`src/rtl/lpht_pkg.sv`:
```
// Shared types and constants of the linear probing hash table.
package lpht_pkg;

	localparam int KEY_W   = 32;
	localparam int YEAR_W  = 4;
	localparam int OP_W    = 2;
	localparam int STAT_W  = 2;
	localparam int SLOT_W  = 3;
	localparam int DIGIT_W = 4;

	// Operation codes; the unused code behaves as a lookup.
	localparam logic [OP_W-1:0] OP_LOOKUP = 2'd0;
	localparam logic [OP_W-1:0] OP_INSERT = 2'd1;
	localparam logic [OP_W-1:0] OP_DELETE = 2'd2;

	// Result status codes.
	localparam logic [STAT_W-1:0] RES_OK        = 2'd0;
	localparam logic [STAT_W-1:0] RES_NOT_FOUND = 2'd1;
	localparam logic [STAT_W-1:0] RES_PRESENT   = 2'd2;
	localparam logic [STAT_W-1:0] RES_FULL      = 2'd3;

	// Division by ten as a reciprocal multiply: floor(k * MUL / 2^SHIFT) == k / 10.
	localparam logic [KEY_W-1:0] DIV10_MUL   = 32'hCCCC_CCCD;
	localparam int               DIV10_SHIFT = 35;

	typedef enum logic [1:0] {
		SLOT_EMPTY   = 2'd0,
		SLOT_USED    = 2'd1,
		SLOT_DELETED = 2'd2
	} slot_state_t;

	typedef struct packed {
		slot_state_t         state;
		logic [KEY_W-1:0]    key;
		logic [YEAR_W-1:0]   year;
	} entry_t;

endpackage

```
`src/rtl/lpht_req_if.sv`:
```
// Request channel: operation, key and year level.
interface lpht_req_if;
	logic       valid;
	logic       ready;
	logic [1:0] operation;
	logic [31:0] key;
	logic [3:0] year_level;

	modport source (output valid, output operation, output key, output year_level, input ready);
	modport sink (input valid, input operation, input key, input year_level, output ready);
endinterface

```
`src/rtl/lpht_rsp_if.sv`:
```
// Response channel: status, found flag and slot index.
interface lpht_rsp_if;
	logic       valid;
	logic       ready;
	logic [1:0] status;
	logic       found;
	logic [2:0] slot;

	modport source (output valid, output status, output found, output slot, input ready);
	modport sink (input valid, input status, input found, input slot, output ready);
endinterface

```
`src/rtl/lpht_ram.sv`:
```
// Generic single-port-write, single-port-read RAM with registered read data.
module lpht_ram #(
	parameter int WIDTH = 8,
	parameter int DEPTH = 8
) (
	input  logic                     clk,
	input  logic                     we,
	input  logic [$clog2(DEPTH)-1:0] waddr,
	input  logic [WIDTH-1:0]         wdata,
	input  logic                     re,
	input  logic [$clog2(DEPTH)-1:0] raddr,
	output logic [WIDTH-1:0]         rdata
);
	logic [WIDTH-1:0] mem [DEPTH];

	always_ff @(posedge clk) begin
		if (we) begin
			mem[waddr] <= wdata;
		end
	end

	always_ff @(posedge clk) begin
		if (re) begin
			rdata <= mem[raddr];
		end
	end
endmodule

```
`src/rtl/lpht_hash.sv`:
```
// Home slot unit: sums the decimal digits of a key, one digit per cycle, modulo the table size.
module lpht_hash #(
	parameter int TABLE_SLOTS = 8
) (
	input  logic                           clk,
	input  logic                           arst_n,
	input  logic                           start,
	input  logic [lpht_pkg::KEY_W-1:0]     key,
	output logic                           done,
	output logic [$clog2(TABLE_SLOTS)-1:0] home
);
	import lpht_pkg::*;

	localparam int IDX_W = $clog2(TABLE_SLOTS);
	localparam int SUM_W = IDX_W + 1;
	localparam logic [SUM_W-1:0] SLOTS_SUM = SUM_W'(TABLE_SLOTS);

	logic                busy_q;
	logic [KEY_W-1:0]    k_q;
	logic [IDX_W-1:0]    sum_q;
	logic [2*KEY_W-1:0]  prod;
	logic [DIGIT_W-1:0]  quot_lo;
	logic [DIGIT_W-1:0]  quot_x10;
	logic [DIGIT_W-1:0]  digit;
	logic [SUM_W-1:0]    acc;
	logic [SUM_W-1:0]    acc_mod;
	logic [SUM_W-1:0]    dig_mod [2**DIGIT_W];

	// Each possible digit value reduced modulo the table size.
	for (genvar g = 0; g < 2**DIGIT_W; g++) begin : g_dig_mod
		assign dig_mod[g] = SUM_W'(g % TABLE_SLOTS);
	end

	assign prod     = (2*KEY_W)'(k_q) * (2*KEY_W)'(DIV10_MUL);
	assign quot_lo  = prod[DIV10_SHIFT +: DIGIT_W];
	// Only the low four bits of quotient times ten are needed for the remainder.
	assign quot_x10 = DIGIT_W'({quot_lo, 3'b000}) + DIGIT_W'({quot_lo, 1'b0});
	assign digit    = k_q[DIGIT_W-1:0] - quot_x10;
	assign acc      = {1'b0, sum_q} + dig_mod[digit];
	assign acc_mod  = (acc >= SLOTS_SUM) ? acc - SLOTS_SUM : acc;

	assign done = busy_q && (k_q == '0);
	assign home = sum_q;

	always_ff @(posedge clk or negedge arst_n) begin
		if (!arst_n) begin
			busy_q <= 1'b0;
		end else if (start) begin
			busy_q <= 1'b1;
		end else if (done) begin
			busy_q <= 1'b0;
		end
	end

	always_ff @(posedge clk) begin
		if (start) begin
			k_q   <= key;
			sum_q <= '0;
		end else if (busy_q && k_q != '0) begin
			k_q   <= KEY_W'(prod[2*KEY_W-1:DIV10_SHIFT]);
			sum_q <= IDX_W'(acc_mod);
		end
	end
endmodule

```
`src/rtl/linear_probe_hash_table.sv`:
```
// Linear probing hash table with tombstones, held in one synchronous RAM.
//
//   channel | role   | payload                        | handshake
//   --------+--------+--------------------------------+-------------
//   req     | sink   | operation, key, year_level     | valid/ready
//   rsp     | source | status, found, slot            | valid/ready
//
// How long a request takes is set by the digit-sum unit and the single RAM read port,
// which reads one slot per cycle.
// After reset a clearing pass marks every slot empty; ready stays low meanwhile.
// Results leave through an output register, so a new request is taken while the
// previous result waits; a finished request holds until that register is free.
module linear_probe_hash_table #(
	parameter int TABLE_SLOTS = 8
) (
	input  logic       clk,
	input  logic       arst_n,
	lpht_req_if.sink   req,
	lpht_rsp_if.source rsp
);
	import lpht_pkg::*;

	localparam int IDX_W = $clog2(TABLE_SLOTS);
	localparam int CNT_W = $clog2(TABLE_SLOTS + 1);
	localparam logic [IDX_W-1:0] LAST_IDX  = IDX_W'(TABLE_SLOTS - 1);
	localparam logic [CNT_W-1:0] SLOTS_CNT = CNT_W'(TABLE_SLOTS);

	typedef enum logic [4:0] {
		S_CLEAR = 5'b00001,
		S_IDLE  = 5'b00010,
		S_HASH  = 5'b00100,
		S_PROBE = 5'b01000,
		S_DONE  = 5'b10000
	} state_t;

	state_t              state_q;
	logic [IDX_W-1:0]    clr_idx_q;
	logic [OP_W-1:0]     op_q;
	logic [KEY_W-1:0]    key_q;
	logic [YEAR_W-1:0]   year_q;
	logic [IDX_W-1:0]    rd_idx_q;
	logic [CNT_W-1:0]    iss_cnt_q;
	logic [IDX_W-1:0]    eval_cnt_q;
	logic                vld_s1;
	logic [IDX_W-1:0]    idx_s1;
	logic                hit_q;
	logic [IDX_W-1:0]    hit_idx_q;
	logic                free_found_q;
	logic [IDX_W-1:0]    free_idx_q;
	logic                rsp_valid_q;
	logic [STAT_W-1:0]   rsp_status_q;
	logic                rsp_found_q;
	logic [SLOT_W-1:0]   rsp_slot_q;

	logic                req_acc;
	logic                hash_done;
	logic [IDX_W-1:0]    hash_home;
	logic                rd_en;
	logic [$bits(entry_t)-1:0] ram_rdata;
	entry_t              rd_entry;
	logic                probe_hit;
	logic                probe_empty;
	logic                probe_free;
	logic                probe_last;
	logic                probe_stop;
	logic                out_free;
	logic                finish;
	logic [STAT_W-1:0]   res_status;
	logic [IDX_W-1:0]    res_idx;
	logic                upd_en;
	logic [IDX_W-1:0]    upd_idx;
	entry_t              upd_entry;
	logic                ram_we;
	logic [IDX_W-1:0]    ram_waddr;
	entry_t              ram_wdata;

	assign req.ready = (state_q == S_IDLE);
	assign req_acc   = req.valid && req.ready;

	lpht_hash #(
		.TABLE_SLOTS(TABLE_SLOTS)
	) u_hash (
		.clk    (clk),
		.arst_n (arst_n),
		.start  (req_acc),
		.key    (req.key),
		.done   (hash_done),
		.home   (hash_home)
	);

	lpht_ram #(
		.WIDTH($bits(entry_t)),
		.DEPTH(TABLE_SLOTS)
	) u_ram (
		.clk   (clk),
		.we    (ram_we),
		.waddr (ram_waddr),
		.wdata (ram_wdata),
		.re    (rd_en),
		.raddr (rd_idx_q),
		.rdata (ram_rdata)
	);

	// Reads are issued one slot per cycle ahead of evaluation; reads past the stop are dropped.
	assign rd_en       = (state_q == S_PROBE) && (iss_cnt_q != SLOTS_CNT);
	assign rd_entry    = entry_t'(ram_rdata);
	assign probe_hit   = vld_s1 && rd_entry.state == SLOT_USED && rd_entry.key == key_q;
	assign probe_empty = vld_s1 && rd_entry.state == SLOT_EMPTY;
	assign probe_free  = vld_s1 && rd_entry.state != SLOT_USED;
	assign probe_last  = vld_s1 && eval_cnt_q == LAST_IDX;
	assign probe_stop  = probe_hit || probe_empty || probe_last;

	assign out_free = !rsp_valid_q || rsp.ready;
	assign finish   = (state_q == S_DONE) && out_free;

	always_comb begin
		res_status = RES_NOT_FOUND;
		res_idx    = '0;
		upd_en     = 1'b0;
		upd_idx    = free_idx_q;
		upd_entry  = '{state: SLOT_USED, key: key_q, year: year_q};
		unique case (op_q)
			OP_INSERT: begin
				priority if (hit_q) begin
					res_status = RES_PRESENT;
					res_idx    = hit_idx_q;
				end else if (free_found_q) begin
					res_status = RES_OK;
					res_idx    = free_idx_q;
					upd_en     = 1'b1;
				end else begin
					res_status = RES_FULL;
				end
			end
			OP_DELETE: begin
				if (hit_q) begin
					res_status      = RES_OK;
					res_idx         = hit_idx_q;
					upd_en          = 1'b1;
					upd_idx         = hit_idx_q;
					upd_entry.state = SLOT_DELETED;
				end
			end
			default: begin
				if (hit_q) begin
					res_status = RES_OK;
					res_idx    = hit_idx_q;
				end
			end
		endcase
	end

	always_comb begin
		if (state_q == S_CLEAR) begin
			ram_we    = 1'b1;
			ram_waddr = clr_idx_q;
			ram_wdata = '{state: SLOT_EMPTY, key: '0, year: '0};
		end else begin
			ram_we    = finish && upd_en;
			ram_waddr = upd_idx;
			ram_wdata = upd_entry;
		end
	end

	always_ff @(posedge clk or negedge arst_n) begin
		if (!arst_n) begin
			state_q      <= S_CLEAR;
			clr_idx_q    <= '0;
			iss_cnt_q    <= '0;
			eval_cnt_q   <= '0;
			vld_s1       <= 1'b0;
			hit_q        <= 1'b0;
			free_found_q <= 1'b0;
			rsp_valid_q  <= 1'b0;
		end else begin
			vld_s1 <= rd_en && !probe_stop;
			unique case (state_q)
				S_CLEAR: begin
					clr_idx_q <= clr_idx_q + 1'b1;
					if (clr_idx_q == LAST_IDX) begin
						state_q <= S_IDLE;
					end
				end
				S_IDLE: begin
					if (req_acc) begin
						state_q <= S_HASH;
					end
				end
				S_HASH: begin
					if (hash_done) begin
						iss_cnt_q    <= '0;
						eval_cnt_q   <= '0;
						hit_q        <= 1'b0;
						free_found_q <= 1'b0;
						state_q      <= S_PROBE;
					end
				end
				S_PROBE: begin
					if (rd_en) begin
						iss_cnt_q <= iss_cnt_q + 1'b1;
					end
					if (vld_s1) begin
						eval_cnt_q <= eval_cnt_q + 1'b1;
					end
					if (probe_free && !free_found_q) begin
						free_found_q <= 1'b1;
					end
					if (probe_stop) begin
						hit_q   <= probe_hit;
						state_q <= S_DONE;
					end
				end
				S_DONE: begin
					if (out_free) begin
						state_q <= S_IDLE;
					end
				end
				default: begin
					state_q <= S_IDLE;
				end
			endcase
			if (finish) begin
				rsp_valid_q <= 1'b1;
			end else if (rsp.ready) begin
				rsp_valid_q <= 1'b0;
			end
		end
	end

	always_ff @(posedge clk) begin
		idx_s1 <= rd_idx_q;
		if (req_acc) begin
			op_q   <= req.operation;
			key_q  <= req.key;
			year_q <= req.year_level;
		end
		if (state_q == S_HASH && hash_done) begin
			rd_idx_q <= hash_home;
		end else if (rd_en) begin
			rd_idx_q <= (rd_idx_q == LAST_IDX) ? '0 : rd_idx_q + 1'b1;
		end
		if (state_q == S_PROBE && probe_free && !free_found_q) begin
			free_idx_q <= idx_s1;
		end
		if (state_q == S_PROBE && probe_stop) begin
			hit_idx_q <= idx_s1;
		end
		if (finish) begin
			rsp_status_q <= res_status;
			rsp_found_q  <= hit_q;
			rsp_slot_q   <= SLOT_W'(res_idx);
		end
	end

	assign rsp.valid  = rsp_valid_q;
	assign rsp.status = rsp_status_q;
	assign rsp.found  = rsp_found_q;
	assign rsp.slot   = rsp_slot_q;
endmodule

```
`src/flat_wrapper.sv`:
```
// flat-port wrapper written by rule: the top's interface ports become plain ports
module linear_probe_hash_table_flat import lpht_pkg::*;
#(
	parameter int TABLE_SLOTS = 8
)
  (clk, arst_n, req_valid, req_operation, req_key, req_year_level, req_ready, rsp_valid, rsp_status, rsp_found, rsp_slot, rsp_ready);
  lpht_req_if req_i ();
  lpht_rsp_if rsp_i ();
  input  logic clk;
  input  logic arst_n;
  input wire logic [$bits(req_i.valid)-1:0] req_valid;
  input wire logic [$bits(req_i.operation)-1:0] req_operation;
  input wire logic [$bits(req_i.key)-1:0] req_key;
  input wire logic [$bits(req_i.year_level)-1:0] req_year_level;
  output wire logic [$bits(req_i.ready)-1:0] req_ready;
  output wire logic [$bits(rsp_i.valid)-1:0] rsp_valid;
  output wire logic [$bits(rsp_i.status)-1:0] rsp_status;
  output wire logic [$bits(rsp_i.found)-1:0] rsp_found;
  output wire logic [$bits(rsp_i.slot)-1:0] rsp_slot;
  input wire logic [$bits(rsp_i.ready)-1:0] rsp_ready;
  assign req_i.valid = req_valid;
  assign req_i.operation = req_operation;
  assign req_i.key = req_key;
  assign req_i.year_level = req_year_level;
  assign req_ready = req_i.ready;
  assign rsp_valid = rsp_i.valid;
  assign rsp_status = rsp_i.status;
  assign rsp_found = rsp_i.found;
  assign rsp_slot = rsp_i.slot;
  assign rsp_i.ready = rsp_ready;
  linear_probe_hash_table #(.TABLE_SLOTS(TABLE_SLOTS)) u_core (.clk(clk), .arst_n(arst_n), .req(req_i), .rsp(rsp_i));
endmodule
```
`config.mk`:
```
export PLATFORM = sky130hd
export DESIGN_NAME = linear_probe_hash_table_flat
export DESIGN_NICKNAME = d
export VERILOG_FILES = /design/src/rtl/lpht_pkg.sv /design/src/rtl/lpht_req_if.sv /design/src/rtl/lpht_rsp_if.sv /design/src/rtl/lpht_ram.sv /design/src/rtl/lpht_hash.sv /design/src/rtl/linear_probe_hash_table.sv /design/src/flat_wrapper.sv
export SDC_FILE = /design/constraint.sdc
export NUM_CORES = 2
export LEC_CHECK = 0
export BUFFER_PORTS_ARGS = -buffer_cell sky130_fd_sc_hd__buf_2
export CORE_ASPECT_RATIO = 1.4
export CORE_UTILIZATION = 59
export DETAILED_ROUTE_END_ITERATION = 10
export GPL_TIMING_DRIVEN = 0
export PLACE_DENSITY_LB_ADDON = 0.25
export SLEW_MARGIN = 25
export SYNTH_ARGS = -nofsm -noshare
export SYNTH_HDL_FRONTEND = slang
export SYNTH_SLANG_ARGS = --single-unit
```
`constraint.sdc`:
```
create_clock -name clk -period 8 [get_ports clk]
set_clock_uncertainty 0.2 [all_clocks]
set_input_delay 1.6 -clock clk [delete_from_list [all_inputs] [get_ports clk]]
set_output_delay 1.6 -clock clk [all_outputs]
set_load 0.02 [all_outputs]
```
# After elaboration in Yosys (flattened, before gate mapping)
# Memory sizes are Yosys's and may differ from the RTL's. A register that Yosys moved wholly into a read port is not among the register bits.
# Cells that the tools add are included.
# totals
ff_bits	111
ram_bits	304
romBits	64
latch_bits	0
in_bits	42
mem_count	2
out_inout_bits	8
word_cells	142
# op_classes
multipliers	1
n_eq_ne	22
order_cmp	2
n_addsub	8
div	0
n_shift	0
n_bitwise	1
muxes	49
reduce_logical	36
# memory_table
memory	words	width	read_ports	rd_clocked_by_memory_dff	wr	line	text
u_core.u_ram.mem	8	38	1	1	1	lpht_ram.sv:14	logic [WIDTH-1:0] mem [DEPTH];
(no name shown)	16	4	1	0	0	lpht_hash.sv:39	assign acc = {1'b0, sum_q} + dig_mod[digit];
# op_table
operator	n
$mul A32 B32 Y64 const B	1
$mux W32	2
$mux W3	13
$mux W38	1
$eq A32 B32 Y1	1
$logic_not A32 Y1	1
$reduce_bool A32 Y1	1
$mux W5	5
$pmux W5 S5	1
$logic_and A1 B1 Y1	17
$mux W4	4
$mux W1	13
$ne A2 B1 Y1 const B	6
$reduce_and A3 Y1	4
$mux W2	5
$reduce_bool A2 Y1	5
$add A3 B1 Y3 const B	3
$eq A3 B3 Y1 const B	3
$pmux W4 S2	1
$ne A2 B2 Y1 const B	3
$pmux W1 S2	3
$pmux W3 S2	1
$eq A5 B1 Y1 const B	1
$eq A5 B2 Y1 const B	1
18 further kinds	23

# Logic depth before layout (Yosys ltp)
# logic_depth
ltp_word	10
mapped_depth	30
mapped_depth_nobuf	30

# Cells and area by module
# From an unflattened synthesis, not the netlist that was laid out.
# hier_totals
hier_cells	2624
hier_area_um2	34808.4
# by_module_without_submodules
module	seq_area_each_um2	area_per_inst_um2	cells_per_inst	instances
lpht_hash	1046.0	18726.7	1853	1
lpht_ram	10269.8	12589.6	490	1
linear_probe_hash_table	2128.3	3492.1	281	1

# Least setup slack after synthesis
# Ideal clock, no wire load.
# synth_timing
path_kind	register to register
start	register u_core.u_hash.k_q[18]
end	register u_core.u_hash.sum_q[2], in the netlist u_core.u_hash.home[2]
setup_ps	91
arrival_ps	7107
path_stages_with_launch	30
path_slack_ps	602
synth_period_minus_slack_ps	7398
required_ps	7709
n_path_buf	0
path_cell_list	edfxtp_1 -> inv_1 -> ha_1 -> inv_1 -> fa_1 -> inv_1 -> fa_1 -> inv_1 -> fa_1 -> inv_1 -> fa_1 -> fa_1 -> fa_1 -> inv_1 -> fa_1 -> inv_1 -> ha_1 -> a21o_1 -> a21o_1 -> o21bai_1 -> a21oi_1 -> xnor2_1 -> ha_1 -> inv_1 -> fa_1 -> xnor2_1 -> xnor2_1 -> xnor2_1 -> or3_1 -> a21oi_1
# synth_via
elab_chain_cells	10
elab_cells_between_ends	13
classes_between	4 x add/sub; 1 x mul; 1 x order compare; 3 x mux; 1 x bitwise; 2 x reduce/logical; 1 x memory
# synth_rtl
element	line	text
start, declared	lpht_hash.sv:19	logic [KEY_W-1:0] k_q;
start signal, assigned	lpht_hash.sv:57	k_q <= key;
start signal, assigned	lpht_hash.sv:60	k_q <= KEY_W'(prod[2*KEY_W-1:DIV10_SHIFT]);
$mul A32 B32 Y64	lpht_hash.sv:34	assign prod = (2*KEY_W)'(k_q) * (2*KEY_W)'(DIV10_MUL);
$add A4 B4 Y4	lpht_hash.sv:37	assign quot_x10 = DIGIT_W'({quot_lo, 3'b000}) + DIGIT_W'({quot_lo, 1'b0});
$sub A4 B4 Y4	lpht_hash.sv:38	assign digit = k_q[DIGIT_W-1:0] - quot_x10;
$not A4 Y5 (implied by the code)	lpht_hash.sv:39	
$mem_v2 Z16 W4	n/a	
$mux W4 (implied by the code) (2 in series)	lpht_hash.sv:39	
$add A3 B4 Y4	lpht_hash.sv:39	
$ge A4 B4 Y1 or $sub A3 B1 Y3 (tied branches)	lpht_hash.sv:40	assign acc_mod = (acc >= SLOTS_SUM) ? acc - SLOTS_SUM : acc;
$mux W3	lpht_hash.sv:40	
end signal, assigned	lpht_hash.sv:61	sum_q <= IDX_W'(acc_mod);
end, declared	lpht_hash.sv:20	logic [IDX_W-1:0] sum_q;
# Several ways; a longest one is shown, not always the timed one. The select of a mux whose other input is x is not followed.
# A chain may end at the register's enable or synchronous reset.

# Worst setup path after layout
# layout_timing
start	register u_core.u_hash.k_q[11]
end	register u_core.u_hash.k_q[27], data pin
# layout_via
elab_chain_cells	3
# layout_rtl
element	line	text
$mul A32 B32 Y64	lpht_hash.sv:34	
$mux W32	lpht_hash.sv:59	end else if (busy_q && k_q != '0) begin
$mux W32	lpht_hash.sv:56	if (start) begin
# Every way passes these cells. The select of a mux whose other input is x is not followed.

==> flow_summary.ini <==
[run_status]
status = finished clean

[flow_run]
cap_violations = 0

[clock_network]
cts_tree = done
clkTransAtPathRegs_ns = 0.08
clockBufferDepth = 3
numClockSinks = 413
cts_buffers = 29
cts-root-buf = clkbuf_16
clk-insertion-delay-late_ns = 0.57
hold_buffers = 0
cts-htree-levels = 1

[die]
initial_core_util = 0.5963
die_w_um = 203.4
row_count = 103
io_pins = 50
die_area_um2 = 57760
fp.dieH_um = 284.0
coreArea_um2 = 56190

[min_path]
holdPathStages = 0
min-delay-start = u_core.rd_idx_q[0]
worstHoldEndpoint = u_core.idx_s1[0]
hold_class = flip-flop to flip-flop

[worst_setup_path]
start_kind = flip-flop
r2r_start = u_core.u_hash.k_q[11]
crit_arrival_ns = 8.22
endpoint_kind = flip-flop
worstPathMaxFanout = 6
r2r_slack_ns = 0.01
rr_endpoint = u_core.u_hash.k_q[27]
worstRegToRegCells = 25
cp.required_ns = 8.23
critPathKind = flip-flop to flip-flop

[layout]
post_route_cells_drive_above_1_share = 0.1504
nFillCells = 4095
final_common_cell = inv_1
fin_util = 0.6669
nets = 3631
area_delta_synth_final_pct = 11.85
layout_common_cells = inv_1, fa_1, edfxtp_1, ha_1, buf_4
antennaDiodeCount = 0

[logic_synthesis]
synth_top_family_by_area = adder cells
netlist_area_um2 = 33500
syn_inst = 2624
synth-simple-area-share = 0.04560
synthTopCellsByArea = edfxtp_1, fa_1, ha_1
synth-seq-cells = 413
synth_compound_area_frac = 0.04803
ys_seq_area_frac = 0.3654
synth_top_area_cell = edfxtp_1
yosysTopAreaCellShare = 0.3469
syn_area_per_cell_um2 = 12.77
synthMuxAreaShare = 0.06143
ys_types = 73
yosys_most_used_dff = edfxtp_1
synthAdderAreaFrac = 0.3830
yosysWarningCount = 0
syn_nets = 3445
synth_edf_count = 387
async_reset_ff_frac = 0.04843
synth_xor_area_frac = 0.01961

[detailed_routing]
drt-wirelength-per-cell_um = 26.38
drtIter0Drc = 1949
dr.pass1.iters = 6
viasPerCell = 5.964
wirelength_um = 94120
drc_errors = 0
ant_nets = 0
vias = 21281

[global_route]
grt_pass1_wl_um = 139000
grt_pass1_vias = 23083
grt_antenna_before_repair = 0
grt_max_degree = 44
grt-ovfl-total = 0
grtUsageTotal = 0.3335

[placement]
io_buffers = 45
place.gp.congestion = 0.9897
post-dp-hpwl_um = 75130

[sta]
fmax_mhz = 125.2
finalSetupViolCount = 0
grt_setup_unrepaired = true
slew_viol_final = 0
layout_min_cycle_time_ns = 7.987
tightest_slew_ns = 0.9429
hold_violations = 0
slew_headroom = 0.3714
post-route-period-util = 0.9984
## worst max-delay path: stages (launching register included)
cell and delay (ns):
edfxtp_1 0.44, buf_6 0.15, buf_4 0.12, ha_4 0.22
clkinvlp_4 0.17, buf_4 0.16, fa_1 0.53, inv_1 0.05
fa_1 0.50, inv_1 0.06, fa_1 0.51, inv_1 0.06
fa_1 0.55, fa_1 0.43, fa_1 0.53, fa_1 0.48
ha_2 0.42, a21o_1 0.19, nor3b_2 0.25, nor4_1 0.09
and4b_4 0.22, a211oi_4 0.39, a41oi_2 0.24, o31a_1 0.33
or4b_1 0.47, nand3_1 0.08
## what timing repair did
| action | 4_1_cts | 5_1_grt |
|---|---|---|
| resized for setup | 39 | 76 |
| endpoints found under the setup margin | 12 | 15 |
| buffers inserted | 50 | 43 |
| pin swaps | 1 | 23 |
## cells by family (layout without fill, tap and decap cells)
| logic type | after synthesis | after routing |
|---|---|---|
| adder cells (fa/ha/maj) | 779 | 779 |
| XOR/XNOR | 75 | 75 |
| AO/OA/AOI/OAI | 255 | 255 |
| AND/OR/NAND/NOR | 303 | 303 |
| flip-flops | 413 | 413 |
| buffers and inverters | 683 | 892 |
| multiplexers | 116 | 116 |
## layout make-up
class	instances	area, um2	share of cell area
plain buffers	48	196.4	0.005242
clock buffers	31	743.2	0.01983
clock inverters	23	302.8	0.008080
inverters	635	2410	0.06431
multi-input cells	1528	19310	0.5154
flip-flops and latches	413	12240	0.3267
well taps	735	919.6	0.02454
repair buffers	155	1343	0.03583
## synth_stat cells, types with 37 or more instances
master	number
ha_1	368
edfxtp_1	387
fa_1	411
mux2_2	37
and2_1	37
mux4_2	68
a21oi_1	87
nor2_1	68
inv_1	635
o21ai_0	43
nand2_1	81
xnor2_1	53
## layer usage
metal / up-vias / routed length, um / GRT usage
li1: 9120 / - / -
met3: 349 / 5493 / 0.02963
met2: 1016 / 48240 / 0.5868
met4: 0 / 8029 / 0.2374
met1: 10796 / 32360 / 0.3799
met5: - / 0 / 0
## worst max-delay path by stage
stage                               start                     to  slack [ns]
floorplan           u_core.u_hash.k_q[18]  u_core.u_hash.home[2]        0.60
global placement     u_core.u_hash.k_q[9]  u_core.u_hash.home[2]       -0.41
detailed placement  u_core.u_hash.k_q[16]  u_core.u_hash.home[2]       -0.40
CTS                 u_core.u_hash.k_q[12]  u_core.u_hash.k_q[27]       -0.07
global route        u_core.u_hash.k_q[11]  u_core.u_hash.home[2]       -0.13
finish              u_core.u_hash.k_q[11]  u_core.u_hash.k_q[27]        0.01
## state kept, by name (all words and copies together), names as in the netlist, 4 cells and up
signal	count
u_core.u_ram.mem	272
u_core.u_hash.k_q	32
u_core.state_q	5
u_core.u_ram.rdata	34
u_core.iss_cnt_q	4
u_core.key_q	32
## per-stage QoR
| step | instances | area, um2 | TNS, ns | hold WS, ns | worst slack [ns] |
|---|---|---|---|---|---|
| final | 3568 | 37470 | 0 | 0.2243 | 0.01275 |
| after global placement | 3404 | 34650 | -1.136 | 0.1994 | -0.4101 |
| after global routing | 3568 | 37470 | -0.2839 | 0.2267 | -0.1338 |
| after detailed placement | 3421 | 35120 | -2.115 | 0.2061 | -0.4046 |
| after floorplan | 2624 | 33500 | 0 | 0.1721 | 0.6017 |
| after CTS | 3525 | 36700 | -0.1253 | 0.2261 | -0.06713 |
Power is left out: the tool's default activity adds up to more than one toggle a clock period on the data nets, which glitch-free logic cannot reach.
